==> config.mk <==
export PLATFORM = sky130hd
export DESIGN_NAME = rc_pulse_to_pwm_compare
export DESIGN_NICKNAME = d
export VERILOG_FILES = /design/src/hdl/rpc_pkg.sv /design/src/hdl/rc_pulse_to_pwm_compare.sv /design/src/hdl/rpc_front.sv /design/src/hdl/rpc_queue.sv /design/src/hdl/rpc_back.sv
export SDC_FILE = /design/constraint.sdc
export NUM_CORES = 1
export LEC_CHECK = 0
export ABC_AREA = 1
export ABC_CLOCK_PERIOD_IN_PS = 15950
export BUFFER_PORTS_ARGS = -buffer_cell sky130_fd_sc_hd__buf_2
export CAP_MARGIN = 20
export CORE_MARGIN = 2
export CORE_UTILIZATION = 40
export CTS_BUF_LIST = sky130_fd_sc_hd__clkbuf_8
export CTS_CLUSTER_SIZE = 20
export DETAILED_ROUTE_END_ITERATION = 10
export GPL_TIMING_DRIVEN = 0
export PLACE_DENSITY_LB_ADDON = 0.05
export SLEW_MARGIN = 10
export SYNTH_ARGS = -nofsm -noshare
export SYNTH_HDL_FRONTEND = slang
export SYNTH_SLANG_ARGS = --single-unit
==> constraint.sdc <==
create_clock -name clk -period 15.95 [get_ports clk]
set_input_delay 0 -clock clk [delete_from_list [all_inputs] [get_ports clk]]
set_output_delay 0 -clock clk [all_outputs]
set_load 0.1 [all_outputs]
==> src/hdl/rpc_pkg.sv <==
// shared types and constants for the rc pulse to pwm compare block
package rpc_pkg;

	localparam int STAMP_W     = 16;
	localparam int LEVEL_W     = 10;
	localparam int QUEUE_DEPTH = 4;
	localparam int QUEUE_AW    = $clog2(QUEUE_DEPTH);
	localparam int CNT_W       = $clog2(QUEUE_DEPTH + 1);

	// x / 100 == (x * 83887) >> 23 for every 16-bit x
	localparam int RECIP_W     = 17;
	localparam int RECIP_SHIFT = 23;
	localparam logic [RECIP_W-1:0] RECIP_100 = RECIP_W'(83887);
	localparam int PROD_W      = STAMP_W + RECIP_W;

	// configuration register indexes
	localparam int CFG_IDX_W = 3;
	localparam logic [CFG_IDX_W-1:0] REG_PERIOD_OFFSET = 3'd0;
	localparam logic [CFG_IDX_W-1:0] REG_MIN_LEVEL     = 3'd1;
	localparam logic [CFG_IDX_W-1:0] REG_MAX_LEVEL     = 3'd2;
	localparam logic [CFG_IDX_W-1:0] REG_MAX_JUMP      = 3'd3;
	localparam logic [CFG_IDX_W-1:0] REG_DUTY_STEP     = 3'd4;
	localparam logic [CFG_IDX_W-1:0] REG_TOP_COMPARE   = 3'd5;

	// register reset values
	localparam logic [STAMP_W-1:0] RST_PERIOD_OFFSET = 16'd18900;
	localparam logic [LEVEL_W-1:0] RST_MIN_LEVEL     = 10'd30;
	localparam logic [LEVEL_W-1:0] RST_MAX_LEVEL     = 10'd220;
	localparam logic [LEVEL_W-1:0] RST_MAX_JUMP      = 10'd100;
	localparam logic [STAMP_W-1:0] RST_DUTY_STEP     = 16'd297;
	localparam logic [STAMP_W-1:0] RST_TOP_COMPARE   = 16'd65435;

	typedef struct packed {
		logic               pin_level;
		logic [STAMP_W-1:0] capture_time;
	} event_t;

	typedef struct packed {
		logic [STAMP_W-1:0] compare_value;
		logic               match_enable;
		logic [STAMP_W-1:0] pulse_period;
		logic [LEVEL_W-1:0] throttle_level;
	} result_t;

	typedef struct packed {
		logic [STAMP_W-1:0] period_offset;
		logic [LEVEL_W-1:0] min_level;
		logic [LEVEL_W-1:0] max_level;
		logic [LEVEL_W-1:0] max_jump;
		logic [STAMP_W-1:0] duty_step;
		logic [STAMP_W-1:0] top_compare;
	} cfg_t;

	// item passed from the front part to the back part
	typedef struct packed {
		logic [STAMP_W-1:0] pulse_period;
		logic [LEVEL_W-1:0] raw_level;
	} mid_t;

endpackage

==> src/hdl/rc_pulse_to_pwm_compare.sv <==
// top level: configuration registers, front part, queue and back part
// Each pin edge item yields one result item. A new edge is taken every clock cycle
// while full is low; its result passes the queue, the filter register and the
// result queue to the result ports (empty low) when no older results wait. The
// rate is one item per cycle while the result queue has room, set by the level
// filter in the back part, which compares each raw level with the level left by
// the item before it. Internal queues of four items on each side of the back part
// absorb stalls. Configuration registers are written through cfg_valid/cfg_ready
// (always ready) and should only be changed while no item is in flight.
module rc_pulse_to_pwm_compare (
	input  logic                          clk,
	input  logic                          arst_n,
	input  logic                          push,
	output logic                          full,
	input  rpc_pkg::event_t               pin_event,
	output logic                          empty,
	input  logic                          pop,
	output rpc_pkg::result_t              result,
	input  logic                          cfg_valid,
	output logic                          cfg_ready,
	input  logic [rpc_pkg::CFG_IDX_W-1:0] cfg_index,
	input  logic [rpc_pkg::STAMP_W-1:0]   cfg_data
);

	rpc_pkg::cfg_t cfg_q;
	rpc_pkg::mid_t wr_item, rd_item;
	logic wr_en, rd_en, mid_empty;

	assign cfg_ready = 1'b1;

	always_ff @(posedge clk or negedge arst_n) begin
		if (!arst_n) begin
			cfg_q.period_offset <= rpc_pkg::RST_PERIOD_OFFSET;
			cfg_q.min_level     <= rpc_pkg::RST_MIN_LEVEL;
			cfg_q.max_level     <= rpc_pkg::RST_MAX_LEVEL;
			cfg_q.max_jump      <= rpc_pkg::RST_MAX_JUMP;
			cfg_q.duty_step     <= rpc_pkg::RST_DUTY_STEP;
			cfg_q.top_compare   <= rpc_pkg::RST_TOP_COMPARE;
		end else if (cfg_valid && cfg_ready) begin
			unique case (cfg_index)
				rpc_pkg::REG_PERIOD_OFFSET: begin
					cfg_q.period_offset <= cfg_data;
				end
				rpc_pkg::REG_MIN_LEVEL: begin
					cfg_q.min_level <= cfg_data[rpc_pkg::LEVEL_W-1:0];
				end
				rpc_pkg::REG_MAX_LEVEL: begin
					cfg_q.max_level <= cfg_data[rpc_pkg::LEVEL_W-1:0];
				end
				rpc_pkg::REG_MAX_JUMP: begin
					cfg_q.max_jump <= cfg_data[rpc_pkg::LEVEL_W-1:0];
				end
				rpc_pkg::REG_DUTY_STEP: begin
					cfg_q.duty_step <= cfg_data;
				end
				rpc_pkg::REG_TOP_COMPARE: begin
					cfg_q.top_compare <= cfg_data;
				end
				default: begin
				end
			endcase
		end
	end

	rpc_front u_front (
		.clk           (clk),
		.arst_n        (arst_n),
		.push          (push),
		.full          (full),
		.pin_event     (pin_event),
		.period_offset (cfg_q.period_offset),
		.wr_en         (wr_en),
		.wr_item       (wr_item)
	);

	rpc_queue u_queue (
		.clk     (clk),
		.arst_n  (arst_n),
		.wr_en   (wr_en),
		.wr_item (wr_item),
		.full    (full),
		.rd_en   (rd_en),
		.rd_item (rd_item),
		.empty   (mid_empty)
	);

	rpc_back u_back (
		.clk       (clk),
		.arst_n    (arst_n),
		.cfg       (cfg_q),
		.mid_empty (mid_empty),
		.mid_item  (rd_item),
		.mid_rd    (rd_en),
		.pop       (pop),
		.empty     (empty),
		.result    (result)
	);

endmodule

==> src/hdl/rpc_front.sv <==
// front part: edge stamps, pulse period and raw level
module rpc_front (
	input  logic            clk,
	input  logic            arst_n,
	input  logic            push,
	input  logic            full,
	input  rpc_pkg::event_t pin_event,
	input  logic [rpc_pkg::STAMP_W-1:0] period_offset,
	output logic            wr_en,
	output rpc_pkg::mid_t   wr_item
);

	logic [rpc_pkg::STAMP_W-1:0] rise_q, fall_q;
	logic [rpc_pkg::STAMP_W-1:0] rise_n, fall_n, period, scaled;
	logic [rpc_pkg::PROD_W-1:0]  prod;

	assign wr_en = push && !full;

	always_comb begin
		rise_n = pin_event.pin_level ? pin_event.capture_time : rise_q;
		fall_n = pin_event.pin_level ? fall_q : pin_event.capture_time;
		period = rise_n - fall_n;
		scaled = period - period_offset;
		prod   = rpc_pkg::PROD_W'(scaled) * rpc_pkg::PROD_W'(rpc_pkg::RECIP_100);
		wr_item.pulse_period = period;
		wr_item.raw_level    = prod[rpc_pkg::RECIP_SHIFT +: rpc_pkg::LEVEL_W];
	end

	always_ff @(posedge clk or negedge arst_n) begin
		if (!arst_n) begin
			rise_q <= '0;
			fall_q <= '0;
		end else if (wr_en) begin
			rise_q <= rise_n;
			fall_q <= fall_n;
		end
	end

endmodule

==> src/hdl/rpc_queue.sv <==
// short queue between the front and back parts
module rpc_queue (
	input  logic          clk,
	input  logic          arst_n,
	input  logic          wr_en,
	input  rpc_pkg::mid_t wr_item,
	output logic          full,
	input  logic          rd_en,
	output rpc_pkg::mid_t rd_item,
	output logic          empty
);

	rpc_pkg::mid_t mem_q [rpc_pkg::QUEUE_DEPTH];
	logic [rpc_pkg::QUEUE_AW-1:0] wr_ptr_q, rd_ptr_q;
	logic [rpc_pkg::CNT_W-1:0]    cnt_q;
	logic do_wr, do_rd;

	assign full    = (cnt_q == rpc_pkg::CNT_W'(rpc_pkg::QUEUE_DEPTH));
	assign empty   = (cnt_q == '0);
	assign do_wr   = wr_en && !full;
	assign do_rd   = rd_en && !empty;
	assign rd_item = mem_q[rd_ptr_q];

	always_ff @(posedge clk) begin
		if (do_wr) begin
			mem_q[wr_ptr_q] <= wr_item;
		end
	end

	always_ff @(posedge clk or negedge arst_n) begin
		if (!arst_n) begin
			wr_ptr_q <= '0;
			rd_ptr_q <= '0;
			cnt_q    <= '0;
		end else begin
			if (do_wr) begin
				wr_ptr_q <= wr_ptr_q + 1'b1;
			end
			if (do_rd) begin
				rd_ptr_q <= rd_ptr_q + 1'b1;
			end
			if (do_wr && !do_rd) begin
				cnt_q <= cnt_q + 1'b1;
			end else if (do_rd && !do_wr) begin
				cnt_q <= cnt_q - 1'b1;
			end
		end
	end

endmodule

==> src/hdl/rpc_back.sv <==
// back part: jump filter, range checks, compare value and result queue
module rpc_back (
	input  logic             clk,
	input  logic             arst_n,
	input  rpc_pkg::cfg_t    cfg,
	input  logic             mid_empty,
	input  rpc_pkg::mid_t    mid_item,
	output logic             mid_rd,
	input  logic             pop,
	output logic             empty,
	output rpc_pkg::result_t result
);

	localparam int LW = rpc_pkg::LEVEL_W;
	localparam int SW = rpc_pkg::STAMP_W;

	// lvl_s1 is also the last level seen by the filter
	logic          valid_s1;
	logic [LW-1:0] lvl_s1;
	logic [SW-1:0] period_s1;

	logic [LW-1:0] diff, pick, lvl_min, lvl_f;
	logic [LW-1:0] span;
	logic [LW+SW-1:0] prod;
	logic          full_drive;
	logic [SW-1:0] cmp;
	rpc_pkg::result_t res;

	rpc_pkg::result_t out_q [rpc_pkg::QUEUE_DEPTH];
	logic [rpc_pkg::QUEUE_AW-1:0] out_wr_q, out_rd_q;
	logic [rpc_pkg::CNT_W-1:0]    out_cnt_q;
	logic [rpc_pkg::CNT_W:0]      pending;
	logic do_pop;

	// take an item only if the result queue has room for it and the one in flight
	assign pending = (rpc_pkg::CNT_W+1)'(out_cnt_q) + (rpc_pkg::CNT_W+1)'(valid_s1);
	assign mid_rd  = !mid_empty && (pending < (rpc_pkg::CNT_W+1)'(rpc_pkg::QUEUE_DEPTH));
	assign empty   = (out_cnt_q == '0);
	assign do_pop  = pop && !empty;
	assign result  = out_q[out_rd_q];

	always_comb begin
		diff    = (mid_item.raw_level >= lvl_s1) ? (mid_item.raw_level - lvl_s1)
		                                         : (lvl_s1 - mid_item.raw_level);
		pick    = (diff > cfg.max_jump) ? lvl_s1 : mid_item.raw_level;
		lvl_min = (pick < cfg.min_level) ? '0 : pick;
		lvl_f   = (lvl_min > cfg.max_level) ? '0 : lvl_min;
	end

	always_comb begin
		// compared without wrap, so max level below two means full drive always
		full_drive = ((LW+1)'(lvl_s1) + (LW+1)'(2)) >= (LW+1)'(cfg.max_level);
		span       = cfg.max_level - lvl_s1;
		prod       = (LW+SW)'(span) * (LW+SW)'(cfg.duty_step);
		if (full_drive) begin
			cmp = cfg.top_compare;
		end else if (lvl_s1 == '0) begin
			cmp = '0;
		end else begin
			cmp = cfg.top_compare - prod[SW-1:0];
		end
		res.compare_value  = cmp;
		res.match_enable   = (cmp != cfg.top_compare);
		res.pulse_period   = period_s1;
		res.throttle_level = lvl_s1;
	end

	always_ff @(posedge clk or negedge arst_n) begin
		if (!arst_n) begin
			valid_s1 <= 1'b0;
			lvl_s1   <= '0;
		end else begin
			valid_s1 <= mid_rd;
			if (mid_rd) begin
				lvl_s1 <= lvl_f;
			end
		end
	end

	always_ff @(posedge clk) begin
		if (mid_rd) begin
			period_s1 <= mid_item.pulse_period;
		end
		if (valid_s1) begin
			out_q[out_wr_q] <= res;
		end
	end

	always_ff @(posedge clk or negedge arst_n) begin
		if (!arst_n) begin
			out_wr_q  <= '0;
			out_rd_q  <= '0;
			out_cnt_q <= '0;
		end else begin
			if (valid_s1) begin
				out_wr_q <= out_wr_q + 1'b1;
			end
			if (do_pop) begin
				out_rd_q <= out_rd_q + 1'b1;
			end
			if (valid_s1 && !do_pop) begin
				out_cnt_q <= out_cnt_q + 1'b1;
			end else if (do_pop && !valid_s1) begin
				out_cnt_q <= out_cnt_q - 1'b1;
			end
		end
	end

	a_out_room: assert property (@(posedge clk) disable iff (!arst_n)
		valid_s1 |-> (out_cnt_q < rpc_pkg::CNT_W'(rpc_pkg::QUEUE_DEPTH)))
		else $error("result queue written while full");

	a_out_cnt: assert property (@(posedge clk) disable iff (!arst_n)
		out_cnt_q <= rpc_pkg::CNT_W'(rpc_pkg::QUEUE_DEPTH))
		else $error("result queue count out of range");

	a_level_range: assert property (@(posedge clk) disable iff (!arst_n)
		valid_s1 |-> (lvl_s1 == '0) ||
		             ((lvl_s1 >= cfg.min_level) && (lvl_s1 <= cfg.max_level)))
		else $error("filtered level outside configured range");

	a_take_once: assert property (@(posedge clk) disable iff (!arst_n)
		mid_rd |=> valid_s1)
		else $error("taken item lost before the compare stage");

endmodule

==> flow_summary.yaml, run 1 <==
hold_path:
  hp-start: "cfg_valid"
  hold_path_class: "input port to flop"
  hold_depth: 6
  min_to: "cfg_q[56]"
sta:
  finalHoldViolations: 0
  finalSetupViolations: 0
  max_slew_margin_pct: 30.7
  fmax_ghz: 0.0957
  min_period_over_period_pct: 65.5
  finalCriticalPeriod_ps: 10450
  drv_slew: 0
  tightest_slew_ps: 1030
  final.setup.tns_ps: 0
  rsz0062_at_grt: "false"
  clock_skew_ps: 52.7
setup_path:
  crit_fanout: 10
  endpoint_kind: "flop"
  cp_num_buf_inv: 8
  reg2reg_setup_slack_ps: 6160
  critPathMaxStageDelay_ps: 770
  reg2reg_depth: 47
  cp_data_required_time_ps: 16390
  crit_family: "adder cells"
  start_kind: "input port"
  worstPathArrival_ps: 10880
  cpMostUsedCell: "nand2_1"
  crit_slowest_cell: "xor2_1"
  path_class: "input port to flop"
  r2r_start: "u_front.rise_q[0]"
  r2r-end: "u_queue.mem_q[0][9]"
logic_synthesis:
  ys_ff_latch: 427
  yosys.area.top_type: "edfxtp_1"
  synth_flop_cell: "edfxtp_1"
  ys_seq_area_share_pct: 40.6
  ys_top_cells_by_area: "edfxtp_1 (29%), fa_1 (12%), ha_1 (12%), dfrtp_1 (8.3%), inv_1 (6.6%)"
  synth_edf_count: 292
  syn_area_per_cell_um2: 9.47
  syn_inst: 3168
  ys_types: 63
  netlist_area_um2: 30000
  yosysMostFrequentCell: "inv_1"
  ys_warn_count: 0
  ys_top_cells_by_count: "inv_1 (529), nand2_1 (473), o21ai_0 (303)"
  syn_nets: 3678
  synthArstFlopShare_pct: 31.6
  synth_top_area_share_pct: 29.2
global_routing:
  grt_pass1_wl_um: 132000
  grt_overflow_total: 0
  antenna_found_initial: 3
  grt_pass1_vias: 23348
  grt_max_degree: 93
  track_usage_pct: 22.1
floorplan:
  die-area_um2: 77200
  pin_count: 87
  die_height_um: 278
  core_um2: 74300
  dieWidth_um: 278
  rows: 100
  initial_core_util_pct: 40.4
job:
  maxCapViolations: 0
cells_and_area:
  nets: 3896
  drive_above_1_share_pct: 8.73
  area_growth_pct: 13.0
clock_tree:
  cts.sinks: 427
  cts_tree: "built"
  cts_resized: 0
  htreeDepth: 3
  clock_latency_ps: 670
  cts_setup_buffers: 0
  cts_inserted_buffers: 75
  clk_pin_slew_ps: 60
  cts_hold_buf: 45
  clk_path_buf_depth: 3
  ctsRootBufferMaster: "clkbuf_8"
detailed_routing:
  first_pass_iters: 5
  vias_per_cell: 5.08
  wl_um: 83400
  vias: 22442
  drt-wirelength-per-cell_um: 18.9
  drc: 0
  antenna_left: 0
  drtIter0Drc: 1442
placed_design:
  dpl.hpwl_um: 64300
  portBuffers: 85
  place_congestion: 0.858
status:
  status: "finished clean"
## worst max path at each step
| stage | depth (start not counted) | to | slack [ps] | from |
|---|---|---|---|---|
| finish | 45 | u_queue.mem_q[0][9] | 5500 | pin_event[16] |
| detailed placement | 44 | u_queue.mem_q[3][9] | 5550 | pin_event[16] |
| floorplan | 49 | u_queue.mem_q[0][9] | 7780 | pin_event[16] |
| global placement | 44 | u_queue.mem_q[0][9] | 5590 | pin_event[16] |
| CTS | 45 | u_queue.mem_q[3][9] | 5590 | pin_event[16] |
| global route | 45 | u_queue.mem_q[0][9] | 5040 | pin_event[16] |
## metrics by stage
step                      hold WS (ps)  cells  area [µm²]  setup WS [ps]  utilization, %
final                             95.3   4416       33900           5500            45.6
after global routing               163   4416       33900           5040            45.6
after CTS                         68.8   4415       33900           5590            45.6
after detailed placement         -67.6   4233       31900           5550            42.9
after global placement             298   4222       31700           5590            42.6
after floorplan                   -296   3168       30000           7780               -
## cell usage in the layout (no fill, tap or decap), types with 61 or more instances in the layout
cell / Yosys / final
edfxtp_1: 292 / 292
buf_2: 6 / 91
clkbuf_8: 0 / 84
o21ai_0: 303 / 303
nand3_1: 97 / 97
nor2_1: 297 / 293
fa_1: 187 / 187
clkbuf_1: 76 / 76
inv_1: 529 / 557
o22ai_1: 61 / 61
ha_1: 282 / 282
dfrtp_1: 99 / 99
a21oi_1: 111 / 111
nand2_1: 473 / 473
## area by class of cell
type | count | area (µm²)
clock inverters | 53 | 387
inverters | 546 | 2050
plain buffers | 88 | 349
diodes | 1 | 2.50
multi-input cells | 2107 | 15500
clock buffers | 84 | 1160
flip-flops and latches | 427 | 12200
repair buffers | 141 | 1110
fillers | 7160 | 40400
well taps | 969 | 1210
## routing by layer
metal | GRT usage, % | share of wire (%) | vias to the layer above
li1 | - | - | 10922
met1 | 29.4 | 45 | 10987
met2 | 37.7 | 49 | 392
met3 | 2.69 | 3.4 | 141
met4 | 7.01 | 3.0 | 0
met5 | 0 | 0 | -
## registers in the layout (all words and copies together) (netlist names)
| signal | flops |
|---|---|
| u_back.out_rd_q | 2 |
| u_queue.wr_ptr_q | 2 |
| u_back.valid_s1 | 1 |
| u_queue.cnt_q | 3 |
| u_back.out_cnt_q | 3 |
| u_queue.rd_ptr_q | 2 |
| u_back.out_wr_q | 2 |
| cfg_q | 78 |
| u_queue.mem_q | 104 |
| u_front.fall_q | 16 |
| u_front.rise_q | 16 |
| u_back.out_q | 172 |
| u_back.period_s1 | 16 |
| u_back.lvl_s1 | 10 |
## cell families (layout without fill, tap and decap cells)
kind of cell,count (synthesis),after routing,share of synthesized area [%]
other,1,2,0.0125
buffers and inverters,634,912,7.99
flip-flops,427,427,40.6
multiplexers,19,19,0.650
XOR/XNOR,78,78,2.39
adder cells (fa/ha/maj),469,469,24.2
AO/OA/AOI/OAI,579,579,10.7
AND/OR/NAND/NOR,961,961,13.4
## worst min-delay path, stage by stage
cell,delay [ps]
buf_2,100
inv_1,40
nor2_1,60
nand2_1,120
clkbuf_1,300
o21ai_0,120
Power of run 1 is left out: the tool's default activity adds up to more than one toggle a clock period on the data nets, which glitch-free logic cannot reach.
==> run 2: changes to the inputs <==
ABC_CLOCK_PERIOD_IN_PS = 8700   (was 15950)
clock period = 8.7 ns   (was 15.95 ns; I/O delays follow)
==> flow_summary.yaml, run 2 (synthesis gave the netlist of run 1 again) <==
status:
  status: "finished clean"
floorplan:
  die-area_um2: 77200
  initial_core_util_pct: 40.4
  dieWidth_um: 278
  rows: 100
  die_height_um: 278
  pin_count: 87
  core_um2: 74300
sta:
  max_slew_margin_pct: 31.1
  finalSetupViolations: 0
  finalCriticalPeriod_ps: 8610
  layout_setup_ws_ps: 85.7
  rsz0062_at_grt: "true"
  min_period_over_period_pct: 99.0
  clock_skew_ps: 50.3
  finalHoldViolations: 0
  drv_slew: 0
  fmax_ghz: 0.116
  tightest_slew_ps: 1020
  final.setup.tns_ps: 0
clock_tree:
  clk_pin_slew_ps: 60
  clock_latency_ps: 670
  htreeDepth: 3
  cts.sinks: 427
  cts_tree: "built"
  ctsRootBufferMaster: "clkbuf_8"
  cts_inserted_buffers: 75
  clk_path_buf_depth: 3
global_routing:
  grt_pass1_wl_um: 133000
  track_usage_pct: 22.3
  antenna_found_initial: 3
  grt_overflow_total: 0
  grt_max_degree: 93
  grt_pass1_vias: 23666
setup_path:
  endpoint_kind: "flop"
  crit_fanout: 6
  cp_data_required_time_ps: 9080
  cpMostUsedCell: "buf_4"
  path_class: "flop to flop"
  start_kind: "flop"
  crit_slowest_cell: "fa_1"
  worstPathArrival_ps: 8990
  reg2reg_depth: 42
  critPathMaxStageDelay_ps: 590
detailed_routing:
  antenna_left: 0
  vias_per_cell: 5.09
  vias: 22773
  wl_um: 84900
  first_pass_iters: 7
  drc: 0
  drt-wirelength-per-cell_um: 19.0
  drtIter0Drc: 1484
cells_and_area:
  drive_above_1_share_pct: 14.1
  final_cells: 4477
  final_common_cell: "inv_1"
  reg_top3: "u_back.out_q (172), u_queue.mem_q (104), cfg_q (78)"
  nets: 3956
  final_cell_mix: "inv_1 (537), nand2_1 (460), edfxtp_1 (292)"
  largest-register: "u_back.out_q"
  area_growth_pct: 17.6
  largest_reg_flops: 172
hold_path:
  hold_depth: 6
  hold_path_class: "input port to flop"
placed_design:
  dpl.hpwl_um: 64300
  place_ws_ps: -1700
  portBuffers: 85
  placed_cells: 4233
  place_congestion: 0.858
job:
  maxCapViolations: 0
run 2: final timing paths:
kind / start / endpoint / slack, ps
worst min-delay path: cfg_valid / cfg_q[56] / 100
worst max-delay path: u_front.rise_q[6] / u_queue.mem_q[3][7] / 90
worst max register to register: u_front.rise_q[6] / u_queue.mem_q[3][7] / 90
max in group asynchronous: arst_n / cfg_q[64] / 7700
worst min register to register: u_front.fall_q[0] / u_front.fall_q[0] / 480
min in group asynchronous: arst_n / u_back.out_rd_q[1] / 450
run 2: per-stage QoR:
step | hold WS, ps | util, % | cell area [µm²]
after floorplan | -296 | - | 30000
after global placement | 298 | 42.6 | 31700
after detailed placement | -67.6 | 42.9 | 31900
after CTS | 11.8 | 46.5 | 34600
after global routing | 113 | 47.5 | 35300
final | 99.7 | 47.5 | 35300
run 2: layout make-up:
class | count | area (µm²)
Clock inverter | 53 | 387
Antenna cell | 2 | 5.00
Fill cell | 7029 | 39000
Sequential cell | 427 | 12200
Tap cell | 969 | 1210
Multi-Input combinational cell | 2108 | 16300
Timing Repair Buffer | 200 | 1580
Buffer | 88 | 373
Clock buffer | 84 | 1160
Inverter | 546 | 2070
run 2: timing repair:
| action | CTS | global route |
|---|---|---|
| hold buffers | 48 | 0 |
| buffers inserted | 29 | 29 |
| gates cloned | 0 | 1 |
| setup endpoints to repair | 50 | 50 |
| gates resized for setup | 89 | 127 |
| pin swaps | 38 | 58 |
| endpoints found under the hold margin | 212 | 0 |
run 2: critical path: cells and delay by family, from the launching register on:
kind	cells	cell delay (ps)
flip-flops	1	350
AND/OR/NAND/NOR	12	1400
buffers and inverters	13	1450
adder cells (fa/ha/maj)	8	3640
AO/OA/AOI/OAI	7	970
XOR/XNOR	2	510
run 2: layer usage:
| metal | GRT usage (%) | wire, µm | vias to the layer above | part of all wire, % |
|---|---|---|---|---|
| li1 | - | - | 11038 | - |
| met3 | 2.81 | 3270 | 140 | 3.9 |
| met5 | 0 | 0 | - | 0 |
| met4 | 7.07 | 2370 | 0 | 2.8 |
| met1 | 29.3 | 37300 | 11135 | 44 |
| met2 | 38.3 | 41900 | 460 | 49 |
Power of run 2 is left out for the same reason.
